## src/rtl/core/msot_pkg.sv

```systemverilog
// ----------------------------------------------------------------------------
// msot_pkg
// Shared types and constants for the one-shot timer pool.
// ----------------------------------------------------------------------------
`default_nettype none

package msot_pkg;

	localparam int SLOTS_DEF = 16;
	localparam int TAG_W     = 8;
	localparam int DUR_W     = 32;
	localparam int ELA_W     = 16;
	localparam int ACT_W     = 5;

	typedef enum logic [1:0] {
		ST_ADDED = 2'd0,
		ST_FULL  = 2'd1,
		ST_FIRED = 2'd2,
		ST_IDLE  = 2'd3
	} status_t;

	typedef enum logic {
		FN_ADD  = 1'b0,
		FN_TICK = 1'b1
	} func_t;

	typedef struct packed {
		func_t              func;
		logic [TAG_W-1:0]   tag;
		logic [DUR_W-1:0]   dur;
		logic [ELA_W-1:0]   ela;
	} cmd_t;

	typedef enum logic [2:0] {
		BK_IDLE,
		BK_ADD,
		BK_RD,
		BK_EVAL,
		BK_FIN
	} bk_state_t;

endpackage

`default_nettype wire

```

## src/rtl/core/msot_ifs.sv

```systemverilog
// ----------------------------------------------------------------------------
// msot_ifs
// Request and response channels of the timer pool (valid/ready).
// ----------------------------------------------------------------------------
`default_nettype none

interface msot_req_if;
	import msot_pkg::*;

	logic               valid;
	logic               ready;
	logic               func;
	logic [TAG_W-1:0]   event_tag;
	logic [DUR_W-1:0]   duration_ms;
	logic [ELA_W-1:0]   tick_ms;

	modport source (output valid, func, event_tag, duration_ms, tick_ms, input ready);
	modport sink   (input valid, func, event_tag, duration_ms, tick_ms, output ready);
endinterface

interface msot_rsp_if;
	import msot_pkg::*;

	logic               valid;
	logic               ready;
	logic [1:0]         status;
	logic [TAG_W-1:0]   fired_tag;
	logic [ACT_W-1:0]   active_count;
	logic               last;

	modport source (output valid, status, fired_tag, active_count, last, input ready);
	modport sink   (input valid, status, fired_tag, active_count, last, output ready);
endinterface

`default_nettype wire

```

## src/rtl/core/msot_ram.sv

```systemverilog
// ----------------------------------------------------------------------------
// msot_ram
// Generic single-write, single-read RAM with registered read data.
// ----------------------------------------------------------------------------
`default_nettype none

module msot_ram #(
	parameter int W = 8,
	parameter int D = 16,
	localparam int AW = (D > 1) ? $clog2(D) : 1
) (
	input  wire logic          clk,
	input  wire logic          we,
	input  wire logic [AW-1:0] waddr,
	input  wire logic [W-1:0]  wdata,
	input  wire logic          re,
	input  wire logic [AW-1:0] raddr,
	output logic      [W-1:0]  rdata
);

	logic [W-1:0] mem [D];

	always_ff @(posedge clk) begin
		if (we) begin
			mem[waddr] <= wdata;
		end
		if (re) begin
			rdata <= mem[raddr];
		end
	end

endmodule

`default_nettype wire

```

## src/rtl/core/msot_front.sv

```systemverilog
// ----------------------------------------------------------------------------
// msot_front
// Accepts request transfers, classifies them as add or tick and queues them
// for the slot engine in a two-entry queue.
// ----------------------------------------------------------------------------
`default_nettype none

module msot_front (
	input  wire logic     clk,
	input  wire logic     arst_n,
	msot_req_if.sink      req,
	output msot_pkg::cmd_t cmd,
	output logic          cmd_valid,
	input  wire logic     cmd_pop
);
	import msot_pkg::*;

	localparam int QD = 2;

	cmd_t       q_q [QD];
	logic       wp_q;
	logic       rp_q;
	logic [1:0] cnt_q;
	logic       push;
	logic       pop;
	cmd_t       cls;

	assign req.ready = (cnt_q != 2'(QD));
	assign cmd_valid = (cnt_q != 2'd0);
	assign cmd       = q_q[rp_q];
	assign push      = req.valid & req.ready;
	assign pop       = cmd_pop & cmd_valid;

	// unused fields are zeroed per kind
	always_comb begin
		cls = '0;
		if (req.func == FN_TICK) begin
			cls.func = FN_TICK;
			cls.ela  = req.tick_ms;
		end else begin
			cls.func = FN_ADD;
			cls.tag  = req.event_tag;
			cls.dur  = req.duration_ms;
		end
	end

	always_ff @(posedge clk) begin
		if (push) begin
			q_q[wp_q] <= cls;
		end
	end

	always_ff @(posedge clk or negedge arst_n) begin
		if (!arst_n) begin
			wp_q  <= 1'b0;
			rp_q  <= 1'b0;
			cnt_q <= 2'd0;
		end else begin
			if (push) begin
				wp_q <= ~wp_q;
			end
			if (pop) begin
				rp_q <= ~rp_q;
			end
			case ({push, pop})
				2'b10:   cnt_q <= cnt_q + 2'd1;
				2'b01:   cnt_q <= cnt_q - 2'd1;
				default: cnt_q <= cnt_q;
			endcase
		end
	end

endmodule

`default_nettype wire

```

## src/rtl/core/msot_back.sv

```systemverilog
// ----------------------------------------------------------------------------
// msot_back
// Slot engine: walks the slots one per step for adds and ticks, keeps the
// valid bits and occupancy count, and drives the response register.
// ----------------------------------------------------------------------------
`default_nettype none

module msot_back #(
	parameter int SLOTS = msot_pkg::SLOTS_DEF
) (
	input  wire logic           clk,
	input  wire logic           arst_n,
	input  wire msot_pkg::cmd_t cmd,
	input  wire logic           cmd_valid,
	output logic                cmd_pop,
	msot_rsp_if.source          rsp
);
	import msot_pkg::*;

	localparam int IDX_W = (SLOTS > 1) ? $clog2(SLOTS) : 1;
	localparam int CNT_W = $clog2(SLOTS + 1);
	localparam int RW    = DUR_W + TAG_W;

	bk_state_t          state_q, state_d;
	cmd_t               cmd_q;
	logic [IDX_W-1:0]   idx_q;
	logic [SLOTS-1:0]   valid_q;
	logic [CNT_W-1:0]   cnt_q;
	logic               held_q;
	logic [TAG_W-1:0]   held_tag_q;
	logic [CNT_W-1:0]   held_cnt_q;

	logic               ov_q;
	status_t            ost_q;
	logic [TAG_W-1:0]   otag_q;
	logic [CNT_W-1:0]   ocnt_q;
	logic               olast_q;

	logic               out_free;
	logic               idx_last;
	logic               slot_free;
	logic               eval_go;

	logic               we, re;
	logic [RW-1:0]      wdata, rdata;
	logic [DUR_W-1:0]   rd_rem, new_rem, ela_x;
	logic [TAG_W-1:0]   rd_tag;

	logic               emit;
	status_t            e_st;
	logic [TAG_W-1:0]   e_tag;
	logic [CNT_W-1:0]   e_cnt;
	logic               e_last;
	logic               set_v, clr_v, idx_inc, hold_ld, hold_clr;
	logic [CNT_W+ACT_W-1:0] act_ext;

	msot_ram #(.W(RW), .D(SLOTS)) u_ram (
		.clk   (clk),
		.we    (we),
		.waddr (idx_q),
		.wdata (wdata),
		.re    (re),
		.raddr (idx_q),
		.rdata (rdata)
	);

	assign out_free  = ~ov_q | rsp.ready;
	assign idx_last  = (idx_q == IDX_W'(SLOTS - 1));
	assign slot_free = ~valid_q[idx_q];
	assign rd_rem    = rdata[RW-1:TAG_W];
	assign rd_tag    = rdata[TAG_W-1:0];
	assign ela_x     = DUR_W'(cmd_q.ela);
	assign new_rem   = (ela_x >= rd_rem) ? '0 : (rd_rem - ela_x);
	assign eval_go   = (rd_rem != '0) | ~held_q | out_free;

	always_comb begin
		state_d = state_q;
		case (state_q)
			BK_IDLE: begin
				if (cmd_valid) begin
					state_d = (cmd.func == FN_TICK) ? BK_RD : BK_ADD;
				end
			end
			BK_ADD: begin
				if (out_free && (slot_free || idx_last)) begin
					state_d = BK_IDLE;
				end
			end
			BK_RD: begin
				if (!slot_free) begin
					state_d = BK_EVAL;
				end else if (idx_last) begin
					state_d = BK_FIN;
				end
			end
			BK_EVAL: begin
				if (eval_go) begin
					state_d = idx_last ? BK_FIN : BK_RD;
				end
			end
			BK_FIN: begin
				if (out_free) begin
					state_d = BK_IDLE;
				end
			end
			default: state_d = BK_IDLE;
		endcase
	end

	always_comb begin
		cmd_pop  = 1'b0;
		emit     = 1'b0;
		e_st     = ST_IDLE;
		e_tag    = '0;
		e_cnt    = cnt_q;
		e_last   = 1'b1;
		we       = 1'b0;
		re       = 1'b0;
		wdata    = {cmd_q.dur, cmd_q.tag};
		set_v    = 1'b0;
		clr_v    = 1'b0;
		idx_inc  = 1'b0;
		hold_ld  = 1'b0;
		hold_clr = 1'b0;
		case (state_q)
			BK_IDLE: begin
				cmd_pop = cmd_valid;
			end
			BK_ADD: begin
				if (slot_free) begin
					if (out_free) begin
						we    = 1'b1;
						set_v = 1'b1;
						emit  = 1'b1;
						e_st  = ST_ADDED;
						e_cnt = CNT_W'(cnt_q + 1'b1);
					end
				end else if (idx_last) begin
					if (out_free) begin
						emit = 1'b1;
						e_st = ST_FULL;
					end
				end else begin
					idx_inc = 1'b1;
				end
			end
			BK_RD: begin
				if (!slot_free) begin
					re = 1'b1;
				end else if (!idx_last) begin
					idx_inc = 1'b1;
				end
			end
			BK_EVAL: begin
				if (rd_rem == '0) begin
					if (eval_go) begin
						// previous fire goes out now, this one is held
						emit    = held_q;
						e_st    = ST_FIRED;
						e_tag   = held_tag_q;
						e_cnt   = held_cnt_q;
						e_last  = 1'b0;
						clr_v   = 1'b1;
						hold_ld = 1'b1;
					end
				end else begin
					we    = 1'b1;
					wdata = {new_rem, rd_tag};
				end
				if (eval_go && !idx_last) begin
					idx_inc = 1'b1;
				end
			end
			BK_FIN: begin
				if (out_free) begin
					emit     = 1'b1;
					hold_clr = 1'b1;
					if (held_q) begin
						e_st  = ST_FIRED;
						e_tag = held_tag_q;
						e_cnt = held_cnt_q;
					end
				end
			end
			default: begin
			end
		endcase
	end

	always_ff @(posedge clk) begin
		if (cmd_pop) begin
			cmd_q <= cmd;
		end
		if (hold_ld) begin
			held_tag_q <= rd_tag;
			held_cnt_q <= CNT_W'(cnt_q - 1'b1);
		end
		if (emit) begin
			ost_q   <= e_st;
			otag_q  <= e_tag;
			ocnt_q  <= e_cnt;
			olast_q <= e_last;
		end
	end

	always_ff @(posedge clk or negedge arst_n) begin
		if (!arst_n) begin
			state_q <= BK_IDLE;
			idx_q   <= '0;
			valid_q <= '0;
			cnt_q   <= '0;
			held_q  <= 1'b0;
			ov_q    <= 1'b0;
		end else begin
			state_q <= state_d;
			if (cmd_pop) begin
				idx_q <= '0;
			end else if (idx_inc) begin
				idx_q <= IDX_W'(idx_q + 1'b1);
			end
			if (set_v) begin
				valid_q[idx_q] <= 1'b1;
				cnt_q          <= CNT_W'(cnt_q + 1'b1);
			end else if (clr_v) begin
				valid_q[idx_q] <= 1'b0;
				cnt_q          <= CNT_W'(cnt_q - 1'b1);
			end
			if (hold_ld) begin
				held_q <= 1'b1;
			end else if (hold_clr) begin
				held_q <= 1'b0;
			end
			ov_q <= emit | (ov_q & ~rsp.ready);
		end
	end

	assign act_ext          = {{ACT_W{1'b0}}, ocnt_q};
	assign rsp.valid        = ov_q;
	assign rsp.status       = ost_q;
	assign rsp.fired_tag    = otag_q;
	assign rsp.active_count = act_ext[ACT_W-1:0];
	assign rsp.last         = olast_q;

endmodule

`default_nettype wire

```

## src/rtl/core/multi_slot_oneshot_timer.sv

```systemverilog
// ----------------------------------------------------------------------------
// multi_slot_oneshot_timer
// Pool of SLOTS one-shot millisecond timers.
//
// req carries add (func 0: event_tag, duration_ms) and tick (func 1:
// tick_ms) transfers; rsp returns status, fired_tag, active_count, last.
// An add answers once (added or full); a tick answers once per fired slot in
// ascending slot order, or once with idle, the final answer flagged by last.
// Requests pass through a two-entry queue, so the sender can run ahead while
// the slot engine works.
// An add walks the slots up to the lowest free slot, or to the last slot when
// all are occupied; a tick walks every slot, with one read of the slot RAM per
// occupied slot. The engine takes the next request only once it is idle again.
// A result is formed combinationally and captured in the response register; a
// stalled receiver holds the engine only when a new result is due.
// Reset clears the queue, all valid bits and the count at once; slot
// contents need no clearing, so requests are taken as soon as reset is released.
// ----------------------------------------------------------------------------
`default_nettype none

module multi_slot_oneshot_timer #(
	parameter int SLOTS = msot_pkg::SLOTS_DEF
) (
	input  wire logic  clk,
	input  wire logic  arst_n,
	msot_req_if.sink   req,
	msot_rsp_if.source rsp
);
	import msot_pkg::*;

	cmd_t cmd;
	logic cmd_valid;
	logic cmd_pop;

	msot_front u_front (
		.clk       (clk),
		.arst_n    (arst_n),
		.req       (req),
		.cmd       (cmd),
		.cmd_valid (cmd_valid),
		.cmd_pop   (cmd_pop)
	);

	msot_back #(.SLOTS(SLOTS)) u_back (
		.clk       (clk),
		.arst_n    (arst_n),
		.cmd       (cmd),
		.cmd_valid (cmd_valid),
		.cmd_pop   (cmd_pop),
		.rsp       (rsp)
	);

endmodule

`default_nettype wire
```

## src/flat_wrapper.sv

```systemverilog
// flat-port wrapper written by rule: the top's interface ports become plain ports
module multi_slot_oneshot_timer_flat import msot_pkg::*;
#(
	parameter int SLOTS = msot_pkg::SLOTS_DEF
)
  (clk, arst_n, req_valid, req_func, req_event_tag, req_duration_ms, req_tick_ms, req_ready, rsp_valid, rsp_status, rsp_fired_tag, rsp_active_count, rsp_last, rsp_ready);
  msot_req_if req_i ();
  msot_rsp_if rsp_i ();
  input  wire logic clk;
  input  wire logic arst_n;
  input wire logic [$bits(req_i.valid)-1:0] req_valid;
  input wire logic [$bits(req_i.func)-1:0] req_func;
  input wire logic [$bits(req_i.event_tag)-1:0] req_event_tag;
  input wire logic [$bits(req_i.duration_ms)-1:0] req_duration_ms;
  input wire logic [$bits(req_i.tick_ms)-1:0] req_tick_ms;
  output wire logic [$bits(req_i.ready)-1:0] req_ready;
  output wire logic [$bits(rsp_i.valid)-1:0] rsp_valid;
  output wire logic [$bits(rsp_i.status)-1:0] rsp_status;
  output wire logic [$bits(rsp_i.fired_tag)-1:0] rsp_fired_tag;
  output wire logic [$bits(rsp_i.active_count)-1:0] rsp_active_count;
  output wire logic [$bits(rsp_i.last)-1:0] rsp_last;
  input wire logic [$bits(rsp_i.ready)-1:0] rsp_ready;
  assign req_i.valid = req_valid;
  assign req_i.func = req_func;
  assign req_i.event_tag = req_event_tag;
  assign req_i.duration_ms = req_duration_ms;
  assign req_i.tick_ms = req_tick_ms;
  assign req_ready = req_i.ready;
  assign rsp_valid = rsp_i.valid;
  assign rsp_status = rsp_i.status;
  assign rsp_fired_tag = rsp_i.fired_tag;
  assign rsp_active_count = rsp_i.active_count;
  assign rsp_last = rsp_i.last;
  assign rsp_i.ready = rsp_ready;
  multi_slot_oneshot_timer #(.SLOTS(SLOTS)) u_core (.clk(clk), .arst_n(arst_n), .req(req_i), .rsp(rsp_i));
endmodule
```

## config.mk

```make
export PLATFORM = sky130hd
export DESIGN_NAME = multi_slot_oneshot_timer_flat
export DESIGN_NICKNAME = d
export VERILOG_FILES = /design/src/rtl/core/msot_pkg.sv /design/src/rtl/core/msot_ifs.sv /design/src/rtl/core/msot_ram.sv /design/src/rtl/core/msot_front.sv /design/src/rtl/core/msot_back.sv /design/src/rtl/core/multi_slot_oneshot_timer.sv /design/src/flat_wrapper.sv
export SDC_FILE = /design/constraint.sdc
export NUM_CORES = 1
export LEC_CHECK = 0
export BUFFER_PORTS_ARGS = -buffer_cell sky130_fd_sc_hd__buf_2
export CAP_MARGIN = 20
export CORE_MARGIN = 2
export CORE_UTILIZATION = 56
export DETAILED_ROUTE_END_ITERATION = 16
export PLACE_DENSITY_LB_ADDON = 0.08
export SETUP_SLACK_MARGIN = 0.1
export SLEW_MARGIN = 20
export SYNTH_ARGS = -nofsm -noshare
export SYNTH_HDL_FRONTEND = slang
export SYNTH_SLANG_ARGS = --single-unit
```

## constraint.sdc

```tcl
create_clock -name clk -period 7.9 [get_ports clk]
set_input_delay 1.58 -clock clk [delete_from_list [all_inputs] [get_ports clk]]
set_output_delay 1.58 -clock clk [all_outputs]
set_load 0.03 [all_outputs]
```

# Word-level counts from Yosys, hierarchy flattened
# Memories as Yosys holds them, arrays and structs flattened. A register that Yosys moved wholly into a read port is not among the register bits.
# Cells that the tools add are included.
[classes] n_addsub=6 order_cmp=3 n_eq_ne=13 muxes=76 bitwise_logic=16 n_reduce_logical=15
[ops] op="40-bit two-way mux" count=3
[ops] op="16-bit two-way mux" count=3
[ops] op="5-bit two-way mux" count=8
[ops] op="1-bit two-way mux" count=33
[ops] op="16-bit by 32-bit >= comparator with 1-bit output" count=1
[ops] op="32-bit zero test" count=1
[ops] op="32-bit two-way mux" count=1
[ops] op="8-bit two-way mux" count=4
[ops] op="32-bit nonzero test" count=1
[ops] op="32-bit by 16-bit subtractor with 32-bit output" count=1
[ops] op="3-bit two-way mux" count=7
[ops] op="16-bit AND" count=1
[ops] op="16-bit NOT" count=1
[ops] op="16-bit OR" count=1
[ops] op="8-bit one-hot mux with 2 select lines" count=1
[ops] op="3-bit one-hot mux with 5 select lines" count=1
[ops] op="5-bit one-hot mux with 3 select lines" count=1
[ops] op="2-bit two-way mux" count=5
[ops] op="2-bit inequality test, second input constant" count=5
[ops] op="2-bit nonzero test" count=5
[ops] op="4-bit two-way mux" count=2
[ops] op="3-bit by 2-bit == test with 1-bit output, second input constant" count=2
[ops] op="1-bit NOT" count=6
[ops] op="1-bit one-hot mux with 3 select lines" count=2
[ops] op="26 further kinds" count=33
[totals] reg_bits=119 ram_bits=754 input_bits=61 out_inout_bits=18 wordCells=149 n_memories=2
[mem_list] name="u_core.u_back.u_ram.mem" depth=16 width=40 rd=1 rd_ports_with_merged_regs=1 wr=1 line_no="msot_ram.sv:21" source="logic [W-1:0] mem [D];"
[mem_list] name="u_core.u_front.q_q" depth=2 width=57 rd=1 rd_ports_with_merged_regs=0 wr=1 line_no="msot_front.sv:20" source="cmd_t q_q [QD];"

# Logic depth before layout (Yosys ltp)
[logic_depth] ltp_word=8 mapped_depth=11 depth_no_buf=10

# Cells and area by module
# From an unflattened synthesis, not the netlist that was laid out.
[hier_totals] cells_unflattened=1958 area_unflattened_um2=37010.5
[modules_own_cells] module="msot_ram" n_inst=1 cells_per_inst=1040 area_per_inst_um2=25532.0 seq_area_each_um2=20419.6
[modules_own_cells] module="msot_back" n_inst=1 cells_per_inst=662 area_per_inst_um2=6700.2 seq_area_each_um2=3303.2
[modules_own_cells] module="msot_front" n_inst=1 cells_per_inst=256 area_per_inst_um2=4778.3 seq_area_each_um2=3523.4

# Worst setup path after synthesis
# Ideal clock, no wire load.
[synth_path] kind="reg2reg" from="register u_core.u_back.state_q[1]" to="register u_core.u_front.cnt_q[1]" setup_time_ps=79 arrival_time_ps=7649 required_ps=7821 slack_ps=172 path_stages_with_launch=6 path_buffers=1 synth_period_minus_slack_ps=7728 path_cell_list="dfrtp_1 clkbuf_1 nor4_1 ha_1 nor2_1 xor2_1"
[synth_via] elab_chain_cells=5 word_cells_on_any_way=7 cone_classes="eq/ne (2); mux (2); bitwise (1); reduce/logical (2)"
[synth_lines] item="start, declared" line_no="msot_back.sv:24" source="bk_state_t state_q, state_d;"
[synth_lines] item="start signal, assigned" line_no="msot_back.sv:215" source="state_q <= state_d;"
[synth_lines] item="3-bit zero test *" line_no="msot_back.sv:125" source="case (state_q)"
[synth_lines] item="1-bit two-way mux *" line_no="msot_back.sv:125"
[synth_lines] item="via u_core.cmd_pop" line_no="multi_slot_oneshot_timer.sv:33" source="logic cmd_pop;"
[synth_lines] item="1-bit AND *" line_no="msot_front.sv:32" source="assign pop = cmd_pop & cmd_valid;"
[synth_lines] item="2-bit by 1-bit == test with 1-bit output or 2-bit == test (tied branches)" line_no="msot_front.sv:65" source="case ({push, pop})"
[synth_lines] item="2-bit one-hot mux with 2 select lines or 2-bit nonzero test (tied branches)"
[synth_lines] item="end signal, assigned" line_no="msot_front.sv:66" source="2'b10: cnt_q <= cnt_q + 2'd1;"
[synth_lines] item="end signal, assigned" line_no="msot_front.sv:67" source="2'b01: cnt_q <= cnt_q - 2'd1;"
[synth_lines] item="end signal, assigned" line_no="msot_front.sv:68" source="default: cnt_q <= cnt_q;"
[synth_lines] item="end, declared" line_no="msot_front.sv:23" source="logic [1:0] cnt_q;"
# The timed path passes the listed nets; every way through them passes the cells marked *.
# A chain may end at the register's enable or synchronous reset.

# Worst setup path in the final report
[layout_path] from="register u_core.u_back.idx_q[0]" to="memory u_core.u_back.u_ram.mem[15][28] (netlist bit) (enable)"
[layout_via] elab_chain_cells=6
[layout_lines] item="start, declared" line_no="msot_back.sv:26" source="logic [IDX_W-1:0] idx_q;"
[layout_lines] item="start signal, assigned" line_no="msot_back.sv:219" source="idx_q <= IDX_W'(idx_q + 1'b1);"
[layout_lines] item="1-bit binary-select mux with 4-bit select" line_no="msot_back.sv:69" source="assign slot_free = ~valid_q[idx_q];"
[layout_lines] item="1-bit two-way mux (not written as such)" line_no="msot_back.sv:69"
[layout_lines] item="1-bit two-way mux" line_no="msot_back.sv:130" source="if (slot_free) begin"
[layout_lines] item="1-bit one-hot mux with 2 select lines" line_no="msot_back.sv:125"
[layout_lines] item="1-bit two-way mux" line_no="msot_ram.sv:24" source="if (we) begin"
[layout_lines] item="1-bit two-way mux (not written as such)" line_no="msot_ram.sv:25" source="mem[waddr] <= wdata;"
[layout_lines] item="end, declared" line_no="msot_ram.sv:21"
# Several ways; a longest one is shown, not always the timed one. The select of a mux whose other input is x is not followed.

==> results.cfg <==
[cts]
tritoncts_clock_tree = yes
clkLatencyLatePin_ns = 0.65
post-cts-setup-buffer-count = 0
cts.reportedPaths.clkPinSlew_ns = 0.06
root_buffer = sky130_fd_sc_hd__clkbuf_16
cts.path.max_buffers = 3
cts_resized = 0
ctsHoldBuffers = 0
cts.sink_count = 913
htree_levels = 3
numCtsBuffers = 93

[layout]
layout.filler_cells = 4465
diodes = 0
area_delta_synth_final_pct = 12.7
layout.cells.most_common_list = 879 x sky130_fd_sc_hd__edfxtp_1, 204 x sky130_fd_sc_hd__mux4_2, 93 x sky130_fd_sc_hd__clkbuf_16
utilization = 0.636
final_cell_count_no_fill = 2880
drive_gt1_frac = 0.277
layout.nets = 2036
final_common_cell = sky130_fd_sc_hd__edfxtp_1

[power_and_ir_drop]
totalPowerFinal_uw = 15800
powerDensity_nw_per_um2 = 387
p_leak_uw = 0.0131
power.ir.vdd_worst_mv = 0.242

[setup_path]
crit_chain = mux4_2 > a22oi_1 > nand3_1 > and2_1 > buf_4 > nor2_4 > buf_4
crit_required_ns = 8.21
r2r-start = u_core.u_back.idx_q[0]$_DFFE_PN0P_
cp_data_arrival_time_ns = 5.42
crit_type = reg -> reg
critPathMaxStageDelay_ns = 1.02
worst_path_most_repeated_cell = sky130_fd_sc_hd__buf_4
critical_path.endpoint_type = flop
worst-r2r-cell-count = 7
crit-reg2reg-capture = u_core.u_back.u_ram.mem[15][28]$_DFFE_PP_
critPathLaunch = u_core.u_back.idx_q[0]$_DFFE_PN0P_
slowest_stage = sky130_fd_sc_hd__dfrtp_4
timing.critical_path.fanout_max = 47
endpoint = u_core.u_back.u_ram.mem[15][28]$_DFFE_PP_
rrSetupSlack_ns = 2.79
startpoint_type = flop

[die]
floorplan.die_area_um2 = 66800
initial_core_util = 0.564
die_y_um = 258
rows = 93
boundaryPins = 79
die_x_um = 258
placeableCoreArea_um2 = 64200

[synthesis]
yosysWarningCount = 0
syn-cell-area_um2 = 36200
synth_cells = 1813
post_synth_num_cell_types = 68
share_of_async_settable_or_async_resettable_flops_after_synthesis = 0.0372
avg_inst_size_synth_um2 = 20.0
synth_top_flop_cell = sky130_fd_sc_hd__edfxtp_1
ys_seq_area_frac = 0.752
postSynthNetCount = 1898
number_of_enable_flip_flop_cells_after_synthesis = 879
yosys_register_bits = 913

[global_route]
largest_net_degree_at_the_start_of_global_routing = 70
grt_pass1_vias = 18400
grt_usage = 0.249
antenna_found_initial = 2
grt_first_pass_wirelength_um = 120000
globalRouteOverflowTotal = 0

[placed_design]
placed_cells_incl_taps = 2708
detailed_place_hpwl_um = 49200
gp_routability_congestion = 0.847
portBuffers = 78

[routing]
post_drt_wl_per_cell_um = 28.3
first_pass_iters = 5
routed_vias = 17800
initialDrtViolationCount = 1801
routed_wl_um = 81400
drt-vias-per-instance = 6.18
ant_nets = 0
detail_route.drc_violations = 0

[timing]
portion_of_the_clock_cycle_consumed_by_the_worst_path_in_the_final_layout = 0.647
relative_slew_slack = 0.228
grt_setup_unrepaired = no
hold_viol_final = 0
pins_over_slew_limit = 0
timing_worst_slew_pin_value_ns = 1.16
period_minus_slack_ns = 5.11
finalSetupViolCount = 0
fin_skew_ns = 0.0199
max_freq_ghz = 0.196
setup_total_negative_slack_ns = 0

[job]
timing.max_cap.violations = 0

[run_status]
run_status = complete, no violations

[worst_hold_path]
worst_hold_path_type = reg -> reg
## registers in the layout, indices dropped and copies added, names as in the netlist, named ones only
name and count:
u_core.u_back.u_ram.mem 640, u_core.u_front.q_q 114, u_core.u_back.cmd_q 56, u_core.u_back.u_ram.rdata 40, u_core.u_back.held_tag_q 8, u_core.u_back.rsp.fired_tag 8
u_core.u_back.cnt_q 5, u_core.u_back.held_cnt_q 5, u_core.u_back.rsp.active_count 5, u_core.u_back.idx_q 4, u_core.u_back.state_q 3, u_core.u_back.rsp.status 2
u_core.u_front.cnt_q 2, u_core.u_back.held_q 1, u_core.u_back.rsp.last 1, u_core.u_back.rsp.valid 1, u_core.u_front.rp_q 1, u_core.u_front.wp_q 1
## layer usage
layer	routed length, µm	global-route usage	share of wire	vias to the layer above
met5	0	0	0	-
met2	40000	0.403	0.49	713
met4	2800	0.0867	0.034	0
met3	5630	0.0398	0.069	138
li1	-	-	-	7660
met1	33000	0.352	0.41	9288
## worst max-delay path, delay by kind of cell, from the launching register on
family | cells | cell delay (ns)
DFF | 1 | 1.02
and+or+nand+nor | 3 | 1.99
AOI/OAI and AO/OA | 1 | 0.39
muxes | 1 | 0.60
buffers and inverters | 2 | 0.71
## area by class of cell
cell class	instances	area (µm²)	area share
tap	855	1070	0.0262
inverter	27	101	0.00248
multi-input combinational	787	8680	0.212
sequential	913	27300	0.667
clock buffer	117	2420	0.0592
timing repair buffer	129	846	0.0207
clock inverter	52	478	0.0117
## cell usage after synthesis, types with 16 or more instances
cell type | number | share of area
sky130_fd_sc_hd__nor2_1 | 46 | 0.0048
sky130_fd_sc_hd__xnor2_1 | 21 | 0.0051
sky130_fd_sc_hd__inv_1 | 27 | 0.0028
sky130_fd_sc_hd__nand2_1 | 78 | 0.0081
sky130_fd_sc_hd__and2_1 | 28 | 0.0048
sky130_fd_sc_hd__dfrtp_1 | 34 | 0.023
sky130_fd_sc_hd__nor2b_1 | 49 | 0.0085
sky130_fd_sc_hd__edfxtp_1 | 879 | 0.73
sky130_fd_sc_hd__nor3_1 | 16 | 0.0022
sky130_fd_sc_hd__mux2_2 | 65 | 0.020
sky130_fd_sc_hd__ha_1 | 23 | 0.0079
sky130_fd_sc_hd__clkbuf_1 | 63 | 0.0065
sky130_fd_sc_hd__o21ai_0 | 75 | 0.010
sky130_fd_sc_hd__mux4_2 | 204 | 0.13
sky130_fd_sc_hd__a21oi_1 | 19 | 0.0026
## kinds of logic after synthesis
| family | share of synthesized area |
|---|---|
| AOI/OAI and AO/OA | 0.0283 |
| xor gates and xnor gates | 0.00822 |
| adders and majority gates | 0.00849 |
| buffers and inverters | 0.0125 |
| DFF | 0.752 |
| muxes | 0.148 |
| and+or+nand+nor | 0.0425 |
## power breakdown
| part | switching [µW] | internal [µW] |
|---|---|---|
| clock network | 1810 | 2370 |
| logic | 2740 | 1570 |
| registers | 413 | 6900 |
## metrics by stage
step / hold WS, ns / instance area [µm²] / setup slack [ns]
after detailed placement: 0.432 / 37900 / 2.60
after floorplan: 0.422 / 36200 / 0.172
after global placement: 0.438 / 37800 / 2.74
after global routing: 0.467 / 40900 / 2.49
after CTS: 0.447 / 40800 / 2.68
final: 0.446 / 40900 / 2.79
## how the worst min path moves through the flow
stage | slack [ns] | end | cells past startpoint | startpoint
floorplan | 0.42 | u_core.u_back.held_tag_q[0]$_DFFE_PP_ | 0 | u_core.u_back.u_ram.rdata[0]$_DFFE_PP_
global placement | 0.44 | u_core.u_back.held_tag_q[2]$_DFFE_PP_ | 0 | u_core.u_back.u_ram.rdata[2]$_DFFE_PP_
detailed placement | 0.43 | u_core.u_back.held_tag_q[2]$_DFFE_PP_ | 0 | u_core.u_back.u_ram.rdata[2]$_DFFE_PP_
CTS | 0.45 | u_core.u_back.held_tag_q[2]$_DFFE_PP_ | 0 | u_core.u_back.u_ram.rdata[2]$_DFFE_PP_
global route | 0.47 | u_core.u_back.held_tag_q[2]$_DFFE_PP_ | 0 | u_core.u_back.u_ram.rdata[2]$_DFFE_PP_
finish | 0.45 | u_core.u_back.held_tag_q[2]$_DFFE_PP_ | 0 | u_core.u_back.u_ram.rdata[2]$_DFFE_PP_
(Power assumes the default switching activity.)
